### src/hdl/ffha_pkg.sv
// shared types and constants of the first-fit heap allocator
// no dependencies; imported by every allocator module
`default_nettype none

package ffha_pkg;

   localparam int DATA_W    = 32;
   localparam int SUM_W     = DATA_W + 2;
   localparam int IDX_OUT_W = 6;
   localparam int STATUS_W  = 2;

   localparam logic [DATA_W-1:0] HEAP_LIMIT_RESET = 32'd65536;

   typedef enum logic {
      OP_ALLOC = 1'b0,
      OP_FREE  = 1'b1
   } opcode_type;

   typedef enum logic [STATUS_W-1:0] {
      ST_REUSED  = 2'd0,
      ST_DONE    = 2'd1,
      ST_NOMEM   = 2'd2,
      ST_INVALID = 2'd3
   } status_type;

   // one table entry: header offset, payload size, free mark
   typedef struct packed {
      logic [DATA_W-1:0] blk_start;
      logic [DATA_W-1:0] blk_size;
      logic              blk_free;
   } entry_type;

   // operands of the shared add/compare unit
   typedef struct packed {
      logic [DATA_W-1:0] add_a;
      logic [DATA_W-1:0] add_b;
      logic [SUM_W-1:0]  cmp_a;
      logic [SUM_W-1:0]  cmp_b;
   } unit_req_type;

   typedef struct packed {
      logic [SUM_W-1:0] sum;
      logic             ge;
   } unit_rsp_type;

   typedef struct packed {
      status_type           status;
      logic [IDX_OUT_W-1:0] index;
      logic [DATA_W-1:0]    addr;
      logic [DATA_W-1:0]    size;
   } result_type;

   localparam result_type RESULT_INVALID = '{status: ST_INVALID, index: '0,
                                             addr: '0, size: '0};
   localparam result_type RESULT_NOMEM   = '{status: ST_NOMEM, index: '0,
                                             addr: '0, size: '0};

endpackage

`default_nettype wire

### src/hdl/ffha_unit.sv
// shared add/compare unit: a + b + header and an unsigned compare
// depends on ffha_pkg
`default_nettype none

module ffha_unit #(
   parameter int HEADER_BYTES = 16
) (
   input  ffha_pkg::unit_req_type unit_req,
   output ffha_pkg::unit_rsp_type unit_rsp
);
   import ffha_pkg::*;

   always_comb begin
      unit_rsp.sum = {2'b00, unit_req.add_a} + {2'b00, unit_req.add_b}
                     + SUM_W'(HEADER_BYTES);
      unit_rsp.ge  = (unit_req.cmp_a >= unit_req.cmp_b);
   end

endmodule

`default_nettype wire

### src/hdl/ffha_table.sv
// block table memory: one write port, one registered read port
// depends on ffha_pkg
`default_nettype none

module ffha_table #(
   parameter int MAX_BLOCKS = 64
) (
   input  wire                          clock,
   input  wire                          wr_en,
   input  wire [$clog2(MAX_BLOCKS)-1:0] wr_addr,
   input  ffha_pkg::entry_type          wr_data,
   input  wire                          rd_en,
   input  wire [$clog2(MAX_BLOCKS)-1:0] rd_addr,
   output ffha_pkg::entry_type          rd_data
);
   import ffha_pkg::*;

   entry_type entry_mem [MAX_BLOCKS];
   entry_type rd_data_ff;

   always_ff @(posedge clock) begin
      if (wr_en) begin
         entry_mem[wr_addr] <= wr_data;
      end
   end

   always_ff @(posedge clock) begin
      if (rd_en) begin
         rd_data_ff <= entry_mem[rd_addr];
      end
   end

   assign rd_data = rd_data_ff;

endmodule

`default_nettype wire

### src/hdl/ffha_seq.sv
// allocator sequencer: first-fit scan, heap growth and free handling
// depends on ffha_pkg, ffha_unit, ffha_table
`default_nettype none

module ffha_seq #(
   parameter int MAX_BLOCKS   = 64,
   parameter int HEADER_BYTES = 16
) (
   input  wire                                     clock,
   input  wire                                     reset,
   input  wire                                     req_valid,
   output logic                                    req_stall,
   input  wire                                     req_opcode,
   input  wire [ffha_pkg::DATA_W-1:0]              req_size,
   input  wire [ffha_pkg::IDX_OUT_W-1:0]           req_block_index,
   input  wire [ffha_pkg::DATA_W-1:0]              heap_limit,
   output logic                                    res_valid,
   input  wire                                     res_take,
   output ffha_pkg::result_type                    res_data
);
   import ffha_pkg::*;

   localparam int IDX_W = $clog2(MAX_BLOCKS);
   localparam int CNT_W = $clog2(MAX_BLOCKS + 1);
   localparam int CMP_W = (CNT_W > IDX_OUT_W) ? CNT_W : IDX_OUT_W;

   typedef enum logic [5:0] {
      S_IDLE     = 6'b000001,
      S_SCAN     = 6'b000010,
      S_GROW_ADD = 6'b000100,
      S_GROW_CHK = 6'b001000,
      S_FREE     = 6'b010000,
      S_DONE     = 6'b100000
   } state_type;

   state_type         state_ff, state_in;
   logic [CNT_W-1:0]  count_ff, count_in;
   logic [DATA_W-1:0] heap_top_ff, heap_top_in;
   logic [CNT_W-1:0]  scan_ff, scan_in;
   logic              rd_vld_ff, rd_vld_in;
   logic [IDX_W-1:0]  rd_idx_ff, rd_idx_in;
   logic [SUM_W-1:0]  end_ff, end_in;
   logic [DATA_W-1:0] want_ff, want_in;
   logic [IDX_W-1:0]  idx_ff, idx_in;
   result_type        res_ff, res_in;

   logic              tbl_wr_en, tbl_rd_en;
   logic [IDX_W-1:0]  tbl_wr_addr, tbl_rd_addr;
   entry_type         tbl_wr_data, tbl_rd_data;
   unit_req_type      unit_req;
   unit_rsp_type      unit_rsp;

   logic [CMP_W-1:0]  req_idx_wide, rd_idx_wide, idx_wide, cnt_wide;
   logic              free_ok, grow_ok;

   ffha_unit #(
      .HEADER_BYTES(HEADER_BYTES)
   ) u_unit (
      .unit_req(unit_req),
      .unit_rsp(unit_rsp)
   );

   ffha_table #(
      .MAX_BLOCKS(MAX_BLOCKS)
   ) u_table (
      .clock  (clock),
      .wr_en  (tbl_wr_en),
      .wr_addr(tbl_wr_addr),
      .wr_data(tbl_wr_data),
      .rd_en  (tbl_rd_en),
      .rd_addr(tbl_rd_addr),
      .rd_data(tbl_rd_data)
   );

   assign req_idx_wide = CMP_W'(req_block_index);
   assign rd_idx_wide  = CMP_W'(rd_idx_ff);
   assign idx_wide     = CMP_W'(idx_ff);
   assign cnt_wide     = CMP_W'(count_ff);
   assign free_ok      = (req_idx_wide < cnt_wide);
   assign grow_ok      = unit_rsp.ge && (count_ff != CNT_W'(MAX_BLOCKS));

   assign req_stall = (state_ff != S_IDLE);
   assign res_valid = (state_ff == S_DONE);
   assign res_data  = res_ff;

   always_comb begin
      state_in    = state_ff;
      count_in    = count_ff;
      heap_top_in = heap_top_ff;
      scan_in     = scan_ff;
      rd_vld_in   = 1'b0;
      rd_idx_in   = rd_idx_ff;
      end_in      = end_ff;
      want_in     = want_ff;
      idx_in      = idx_ff;
      res_in      = res_ff;
      tbl_rd_en   = 1'b0;
      tbl_rd_addr = rd_idx_ff;
      tbl_wr_en   = 1'b0;
      tbl_wr_addr = idx_ff;
      tbl_wr_data = '0;
      unit_req    = '0;

      case (state_ff)
         S_IDLE: begin
            if (req_valid) begin
               want_in = req_size;
               idx_in  = req_idx_wide[IDX_W-1:0];
               scan_in = '0;
               if (opcode_type'(req_opcode) == OP_FREE) begin
                  if (free_ok) begin
                     tbl_rd_en   = 1'b1;
                     tbl_rd_addr = req_idx_wide[IDX_W-1:0];
                     state_in    = S_FREE;
                  end else begin
                     res_in   = RESULT_INVALID;
                     state_in = S_DONE;
                  end
               end else if (req_size == '0) begin
                  res_in   = RESULT_INVALID;
                  state_in = S_DONE;
               end else if (count_ff == '0) begin
                  state_in = S_GROW_ADD;
               end else begin
                  state_in = S_SCAN;
               end
            end
         end

         S_SCAN: begin
            // read issue and check of the previous read overlap
            unit_req.add_a = tbl_rd_data.blk_start;
            unit_req.cmp_a = {2'b00, tbl_rd_data.blk_size};
            unit_req.cmp_b = {2'b00, want_ff};
            if (scan_ff < count_ff) begin
               tbl_rd_en   = 1'b1;
               tbl_rd_addr = scan_ff[IDX_W-1:0];
               scan_in     = scan_ff + CNT_W'(1);
               rd_vld_in   = 1'b1;
               rd_idx_in   = scan_ff[IDX_W-1:0];
            end
            if (rd_vld_ff) begin
               if (tbl_rd_data.blk_free && unit_rsp.ge) begin
                  tbl_wr_en   = 1'b1;
                  tbl_wr_addr = rd_idx_ff;
                  tbl_wr_data = '{blk_start: tbl_rd_data.blk_start,
                                  blk_size: tbl_rd_data.blk_size, blk_free: 1'b0};
                  res_in      = '{status: ST_REUSED, index: rd_idx_wide[IDX_OUT_W-1:0],
                                  addr: unit_rsp.sum[DATA_W-1:0],
                                  size: tbl_rd_data.blk_size};
                  state_in    = S_DONE;
               end else if ((CNT_W'(rd_idx_ff) + CNT_W'(1)) == count_ff) begin
                  state_in = S_GROW_ADD;
               end
            end
         end

         S_GROW_ADD: begin
            unit_req.add_a = heap_top_ff;
            unit_req.add_b = want_ff;
            end_in         = unit_rsp.sum;
            state_in       = S_GROW_CHK;
         end

         S_GROW_CHK: begin
            unit_req.add_a = heap_top_ff;
            unit_req.cmp_a = {2'b00, heap_limit};
            unit_req.cmp_b = end_ff;
            if (grow_ok) begin
               tbl_wr_en   = 1'b1;
               tbl_wr_addr = count_ff[IDX_W-1:0];
               tbl_wr_data = '{blk_start: heap_top_ff, blk_size: want_ff, blk_free: 1'b0};
               count_in    = count_ff + CNT_W'(1);
               heap_top_in = end_ff[DATA_W-1:0];
               res_in      = '{status: ST_DONE, index: cnt_wide[IDX_OUT_W-1:0],
                               addr: unit_rsp.sum[DATA_W-1:0], size: want_ff};
            end else begin
               res_in = RESULT_NOMEM;
            end
            state_in = S_DONE;
         end

         S_FREE: begin
            unit_req.add_a = tbl_rd_data.blk_start;
            res_in = '{status: ST_DONE, index: idx_wide[IDX_OUT_W-1:0],
                       addr: unit_rsp.sum[DATA_W-1:0], size: tbl_rd_data.blk_size};
            if ((CNT_W'(idx_ff) + CNT_W'(1)) == count_ff) begin
               // top block: pop it and pull the heap top back
               heap_top_in = tbl_rd_data.blk_start;
               count_in    = CNT_W'(idx_ff);
            end else begin
               tbl_wr_en   = 1'b1;
               tbl_wr_addr = idx_ff;
               tbl_wr_data = '{blk_start: tbl_rd_data.blk_start,
                               blk_size: tbl_rd_data.blk_size, blk_free: 1'b1};
            end
            state_in = S_DONE;
         end

         S_DONE: begin
            if (res_take) begin
               state_in = S_IDLE;
            end
         end

         default: begin
            state_in = S_IDLE;
         end
      endcase
   end

   always_ff @(posedge clock) begin
      if (reset) begin
         state_ff    <= S_IDLE;
         count_ff    <= '0;
         heap_top_ff <= '0;
         rd_vld_ff   <= 1'b0;
      end else begin
         state_ff    <= state_in;
         count_ff    <= count_in;
         heap_top_ff <= heap_top_in;
         rd_vld_ff   <= rd_vld_in;
      end
   end

   always_ff @(posedge clock) begin
      scan_ff   <= scan_in;
      rd_idx_ff <= rd_idx_in;
      end_ff    <= end_in;
      want_ff   <= want_in;
      idx_ff    <= idx_in;
      res_ff    <= res_in;
   end

   a_count_bound: assert property (@(posedge clock) disable iff (reset)
      count_ff <= CNT_W'(MAX_BLOCKS))
      else $error("block count above table depth");

   a_accept_busy: assert property (@(posedge clock) disable iff (reset)
      (req_valid && !req_stall) |=> (state_ff != S_IDLE))
      else $error("accepted item did not start work");

   a_write_states: assert property (@(posedge clock) disable iff (reset)
      tbl_wr_en |-> (state_ff == S_SCAN || state_ff == S_GROW_CHK || state_ff == S_FREE))
      else $error("table write outside scan, grow or free");

   a_grow_top: assert property (@(posedge clock) disable iff (reset)
      (state_ff == S_GROW_CHK && grow_ok) |=> (heap_top_ff == $past(end_ff[DATA_W-1:0])))
      else $error("heap top not advanced after growth");

endmodule

`default_nettype wire

### config.mk
export PLATFORM = sky130hd
export DESIGN_NAME = ffha_seq
export DESIGN_NICKNAME = d
export VERILOG_FILES = /design/src/hdl/ffha_pkg.sv /design/src/hdl/ffha_unit.sv /design/src/hdl/ffha_table.sv /design/src/hdl/ffha_seq.sv
export SDC_FILE = /design/constraint.sdc
export NUM_CORES = 2
export LEC_CHECK = 0
export BUFFER_PORTS_ARGS = -buffer_cell sky130_fd_sc_hd__buf_2
export CORE_ASPECT_RATIO = 0.8
export CORE_UTILIZATION = 27
export DETAILED_ROUTE_END_ITERATION = 12
export PLACE_DENSITY = 0.4
export SYNTH_ARGS = -nofsm -noshare
export SYNTH_HDL_FRONTEND = slang
export SYNTH_MEMORY_MAX_BITS = 65536
export SYNTH_SLANG_ARGS = --single-unit
### constraint.sdc
create_clock -name clock -period 10.12 [get_ports clock]
set_clock_uncertainty 0.15 [all_clocks]
set_input_delay 1.012 -clock clock [delete_from_list [all_inputs] [get_ports clock]]
set_output_delay 1.012 -clock clock [all_outputs]
set_load 0.05 [all_outputs]
Yosys cells after proc, flatten, opt, wreduce, memory -nomap -nowiden
Memory sizes are Yosys's and may differ from the RTL's. A register that Yosys moved wholly into a read port is not among the register bits.
Cells that the tools add are included.
{"block": "classes", "addsub": 6, "magnitude_cmp": 3, "n_eq_ne": 20, "mux": 56, "bitwise_logic": 1, "reduce_logical": 16}
{"op": "two-way mux 72 bit", "n": 7}
{"op": "one-hot mux 72 bit (4 select lines)", "n": 1}
{"op": "two-way mux 65 bit", "n": 4}
{"op": "one-hot mux 65 bit (3 select lines)", "n": 1}
{"op": "one-hot mux 66 bit (2 select lines)", "n": 1}
{"op": "one-hot mux 32 bit (2 select lines)", "n": 2}
{"op": "two-way mux 32 bit", "n": 3}
{"op": "two-way mux 6 bit", "n": 15}
{"op": "adder 34 x 5 -> 34 bit, second input constant", "n": 1}
{"op": "greater-or-equal comparator 32 x 34 -> 1 bit", "n": 1}
{"op": "adder 32 x 32 -> 33 bit", "n": 1}
{"op": "zero test 32 bit", "n": 1}
{"op": "one-hot mux 6 bit (5 select lines)", "n": 1}
{"op": "two-way mux 7 bit", "n": 4}
{"op": "one-hot mux 7 bit (2 select lines)", "n": 2}
{"op": "one-hot mux 6 bit (2 select lines)", "n": 2}
{"op": "adder 6 x 1 -> 7 bit, second input constant", "n": 2}
{"op": "adder 7 x 1 -> 7 bit, second input constant", "n": 2}
{"op": "equality test 7 bit", "n": 2}
{"op": "inequality test 2 bit, second input constant", "n": 6}
{"op": "two-way mux 1 bit", "n": 10}
{"op": "inequality test 3 bit, second input constant", "n": 3}
{"op": "OR reduction 2 bit", "n": 4}
{"op": "zero test 7 bit", "n": 1}
{"op": "other kinds (22)", "n": 25}
{"block": "totals", "register_bits": 203, "mem_bits_rw": 4160, "input_bits": 75, "out_inout_bits": 74, "wordCells": 116, "n_memories": 1}
{"name": "u_table.entry_mem", "depth": 64, "width": 65, "read_ports": 1, "rd_clocked_by_memory_dff": 1, "wr": 1, "line_no": "ffha_table.sv:18", "rtl": "entry_type entry_mem [MAX_BLOCKS];"}

Logic depth before layout (Yosys ltp)
{"block": "depth", "depth_word": 9, "mapped_depth": 21, "mapped_depth_nobuf": 20}

Modules after synthesis
A second synthesis with hierarchy kept.
{"block": "hier_totals", "cells_unflattened": 7907, "area_unflattened_um2": 172749.4}
{"module": "ffha_table", "instances": 1, "cells_per_inst": 6606, "area_each_um2": 158981.2, "seq_area_each_um2": 126871.7}
{"module": "ffha_seq", "instances": 1, "cells_per_inst": 905, "area_each_um2": 10714.0, "seq_area_each_um2": 5635.4}
{"module": "ffha_unit", "instances": 1, "cells_per_inst": 396, "area_each_um2": 3054.2, "seq_area_each_um2": 0.0}

Worst setup path before layout
OpenSTA, ideal clock, no wires.
{"block": "synth_timing", "kind": "reg-to-reg", "startpoint": "register state_ff[2]", "endpoint": "register state_ff[5]", "setup_time_ns": 0.081, "arrival_ns": 9.502, "required_time_ns": 9.889, "slack_ns": 0.387, "path_stages_with_launch": 16, "n_path_buf": 2, "synth_period_minus_slack_ns": 9.733, "cell_sequence": "dfxtp_1 -> nor4_2 -> nand3b_1 -> inv_1 -> clkbuf_1 -> clkbuf_1 -> a22oi_1 -> ha_1 -> nand4_1 -> nor3_1 -> nand4_1 -> a32oi_1 -> a21oi_1 -> o21ai_0 -> nor3b_1 -> o21ba_2"}
{"block": "synth_between", "elab_chain_len": 7, "elab_cells_between_ends": 18, "classes_between": "order compare (1); eq/ne (10); mux (4); reduce/logical (3)"}
{"element": "start, declared", "line_no": "ffha_seq.sv:36", "rtl": "state_type state_ff, state_in;"}
{"element": "start signal, assigned", "line_no": "ffha_seq.sv:219", "rtl": "state_ff <= state_in;"}
{"element": "equality test 6 x 4 -> 1 bit or equality test 6 x 2 -> 1 bit (tied branches)", "line_no": "ffha_seq.sv:104", "rtl": "case (state_ff)"}
{"element": "one-hot mux 66 bit (2 select lines)", "line_no": "ffha_seq.sv:104"}
{"element": "greater-or-equal comparator 32 x 34 -> 1 bit", "line_no": "ffha_unit.sv:16", "rtl": "unit_rsp.ge = (unit_req.cmp_a >= unit_req.cmp_b);"}
{"element": "logical AND 1 bit", "line_no": "ffha_seq.sv:143", "rtl": "if (tbl_rd_data.blk_free && unit_rsp.ge) begin"}
{"element": "two-way mux 6 bit", "line_no": "ffha_seq.sv:143"}
{"element": "two-way mux 6 bit", "line_no": "ffha_seq.sv:142", "rtl": "if (rd_vld_ff) begin"}
{"element": "one-hot mux 6 bit (5 select lines)", "line_no": "ffha_seq.sv:104"}
Several ways; a longest one is shown, not always the timed one. The select of a mux whose other input is x is not followed.
A chain may end at the register's enable or synchronous reset.

Final worst setup path
{"block": "layout_timing", "startpoint": "register state_ff[2]", "endpoint": "memory u_table.entry_mem[50][29] in the netlist's numbering (enable)"}
{"block": "layout_between", "elab_chain_len": 9, "elab_cells_between_ends": 17, "classes_between": "order compare (1); eq/ne (3); mux (11); reduce/logical (2)"}
{"element": "equality test 6 x 4 -> 1 bit or equality test 6 x 2 -> 1 bit (tied branches)", "line_no": "ffha_seq.sv:104"}
{"element": "one-hot mux 66 bit (2 select lines)", "line_no": "ffha_seq.sv:104"}
{"element": "greater-or-equal comparator 32 x 34 -> 1 bit", "line_no": "ffha_unit.sv:16"}
{"element": "logical AND 1 bit", "line_no": "ffha_seq.sv:143"}
{"element": "two-way mux 1 bit", "line_no": "ffha_seq.sv:143"}
{"element": "two-way mux 1 bit", "line_no": "ffha_seq.sv:142"}
{"element": "one-hot mux 1 bit (3 select lines)", "line_no": "ffha_seq.sv:104"}
{"element": "two-way mux 1 bit", "line_no": "ffha_table.sv:22", "rtl": "if (wr_en) begin"}
{"element": "two-way mux 1 bit (implied by the code)", "line_no": "ffha_table.sv:23", "rtl": "entry_mem[wr_addr] <= wr_data;"}
{"element": "end, declared", "line_no": "ffha_table.sv:18"}
Several ways; a longest one is shown, not always the timed one.

==> results.yml <==
worst_setup_path:
  path_class: "reg2reg"
  cp_top_family: "simple AND/OR/NAND/NOR gates"
  crit_path_cell_trace: "nor4_2 -> nand3b_1 -> buf_4 -> inv_2 -> buf_4 -> a22oi_1 -> ha_1 -> nand4_1 -> nor3_1 -> nand4_1 -> a32oi_1 -> o21ai_0 -> nor2_4 -> nor2_1 -> nor3b_1 -> nand2_1 -> nor2_4 -> buf_4 -> buf_4"
  cpMostUsedCell: "buf_4"
  setup.worst_path.start_class: "flip-flop"
  crit_required_ns: 10.59
  critPathCaptureType: "flip-flop"
  critical_path.max_stage_delay_ns: 0.84
  arrival_ns: 9.73
  crit_fanout: 43
  cp_slowest_cell: "nand2_1"
  cp_num_buf_inv: 5
drt:
  antenna_left: 0
  drcViolationCount: 0
  drt_pass1_iterations: 8
  drt_iter0_markers: 12000
  route.detailed.vias_per_inst: 5.17
  drt-total-wl_um: 603000
  routedWlPerCell_um: 34.2
  vias: 91100
finish:
  instances_no_fill: 17600
  final_area_um2: 202000
  area_growth_pct: 16.3
  num-fill-cells: 60900
  layout.nets: 8966
  layout-drive-gt1-share_pct: 25.2
  layout_common_cells: "edfxtp_1 (4382), mux4_2 (1010), clkbuf_16 (456), nand2_1 (338), buf_4 (280)"
  mostFrequentLayoutCell: "edfxtp_1"
status:
  status: "finished clean"
logic_synthesis:
  async_reset_ff_share_pct: 0
  yosys.cell_types.count: 84
  netlist.area_leader.share_pct: 75.9
  synth_area_leaders: "edfxtp_1 (76%), mux4_2 (13%), mux2i_1 (1.2%)"
  yosys.area.top_type: "edfxtp_1"
  synth-main-ff-cell: "edfxtp_1"
  syn_area_per_cell_um2: 20.9
  netlist_instances: 8309
  ys_warn_count: 0
  synth_area_um2: 173000
  ys_seq_area_share_pct: 76.4
  synth_seq_cells: 4428
  synth-edff-count: 4382
  synthesis.nets: 8466
worst_hold_path:
  hold_path_class: "in2reg"
place:
  numPortBuffers: 148
  dpl_cell_area_um2: 187000
  place_hpwl_um: 371000
  dp.cells: 16800
  gp_congestion: 0.866
clock_tree:
  clkSinkCount: 4428
  postCtsHoldBufs: 36
  root_buffer: "clkbuf_16"
  numCtsBuffers: 450
  ctsResizeCount: 0
  clk-insertion-delay-late_ns: 1.08
  cts_tree: "built"
  cts_setup_buffers: 0
  h-tree-depth: 5
  clk_path_buf_depth: 4
  clkSlewWorstSetupHoldPaths_ns: 0.06
pwr:
  power_mw: 40.3
  peakVddDrop_mv: 0.219
  p_leak_nw: 55.9
  power_density_nw_per_um2: 200
global_route:
  grtUsageTotal_pct: 18.1
  grt_pass1_vias: 89900
  grt_max_degree: 90
  overflow: 0
  grt_pass1_wl_um: 813000
  antenna_found_initial: 85
timing:
  maxSlewHeadroom_pct: 8.03
  hold_viol_final: 0
  fin_crit_sh_pct: 91.5
  finalSetupViolCount: 0
  worstMarginPinSlew_ns: 1.37
  rsz0062_at_grt: "false"
  holdWs_ns: 0.114
  max_freq_mhz: 108
  tns_ns: 0
  finalCriticalPeriod_ns: 9.26
  slew_violations: 0
floorplanning:
  die_height_um: 719
  fp.coreArea_um2: 638000
  ioPinCount: 149
  fp.dieArea_um2: 645000
  die_w_um: 898
  start_util_pct: 27.2
  rows: 262
flow_run:
  timing.max_cap.violations: 0
==> registers in the layout, summed over array words and instances, names as in the netlist <==
| signal | flops |
|---|---|
| cnt_wide | 7 |
| u_table.entry_mem | 4160 |
| res_data | 72 |
| rd_vld_ff | 1 |
| idx_ff | 6 |
| heap_top_ff | 32 |
| rd_idx_ff | 6 |
| end_ff | 34 |
| state_ff | 6 |
| want_ff | 32 |
| scan_ff | 7 |
| u_table.rd_data | 65 |
==> power by group <==
group / internal, mW / leakage [nW] / switching (mW)
Combinational: 0.941 / 14.9 / 2.48
Clock: 8.97 / 6.79 / 7.23
Sequential: 20.3 / 34.2 / 0.327
Total: 30.2 / 55.9 / 10.0
==> worst paths after layout <==
kind / slack, ns / start / cells past startpoint / end
max: 0.86 / state_ff[2]$_SDFFE_PP0P_ / 19 / u_table.entry_mem[50][29]$_DFFE_PP_
min: 0.11 / req_block_index[2] / 1 / idx_ff[2]$_DFFE_PP_
max reg2reg: 0.86 / state_ff[2]$_SDFFE_PP0P_ / 19 / u_table.entry_mem[50][29]$_DFFE_PP_
min reg2reg: 0.38 / heap_top_ff[11]$_SDFFE_PP0P_ / 2 / heap_top_ff[11]$_SDFFE_PP0P_
==> synth_stat cells (all sizes together), types with 89 or more instances <==
| master | n |
|---|---|
| a221oi | 119 |
| a22o | 183 |
| o22ai | 142 |
| edfxtp | 4382 |
| mux2i | 213 |
| mux4 | 1010 |
| o21ai | 165 |
| clkbuf | 254 |
| nand2 | 339 |
| buf | 238 |
| nor2 | 257 |
| a21oi | 131 |
| a311oi | 89 |
==> routing by layer <==
metal	GRT usage, %	part of all wire, %	wire length (um)	up-vias
li1	-	-	-	36200
met1	28.6	48	292000	50400
met2	26.0	42	255000	3900
met3	3.41	7.8	47300	627
met4	2.86	1.6	9520	8
met5	0	0.0086	52	-
==> kinds of logic (layout without fill, tap and decap cells) <==
| kind of cell | after synthesis | count (layout) | synth area share [%] |
|---|---|---|---|
| DFF | 4428 | 4428 | 76.4 |
| and+or+nand+nor | 919 | 919 | 2.45 |
| other | 0 | 15 | 0 |
| AOI/OAI and AO/OA | 1070 | 1070 | 4.49 |
| xor gates and xnor gates | 65 | 65 | 0.328 |
| buffers and inverters | 521 | 1373 | 1.37 |
| muxes | 1224 | 1224 | 14.4 |
| adders and majority gates | 82 | 82 | 0.596 |
==> through the flow <==
stage | util, % | setup WS [ns]
2_1_floorplan | - | 0.387
3_3_place_gp | 29.4 | 1.05
3_5_place_dp | 29.4 | 1.13
4_1_cts | 31.6 | 1.06
5_1_grt | 31.6 | 0.640
6_report | 31.6 | 0.864
==> area by class of cell <==
cell class,instances,area [um^2],share of cell area (%)
antenna,15,37.5,0.0186
clock buffer,569,11900,5.88
clock inverter,235,2110,1.05
inverter,29,111,0.0552
multi-input combinational,3360,39800,19.7
sequential,4428,133000,65.7
tap,8448,10600,5.24
timing repair buffer,540,4720,2.34
Note: power is estimated with default switching activity, not from simulation.
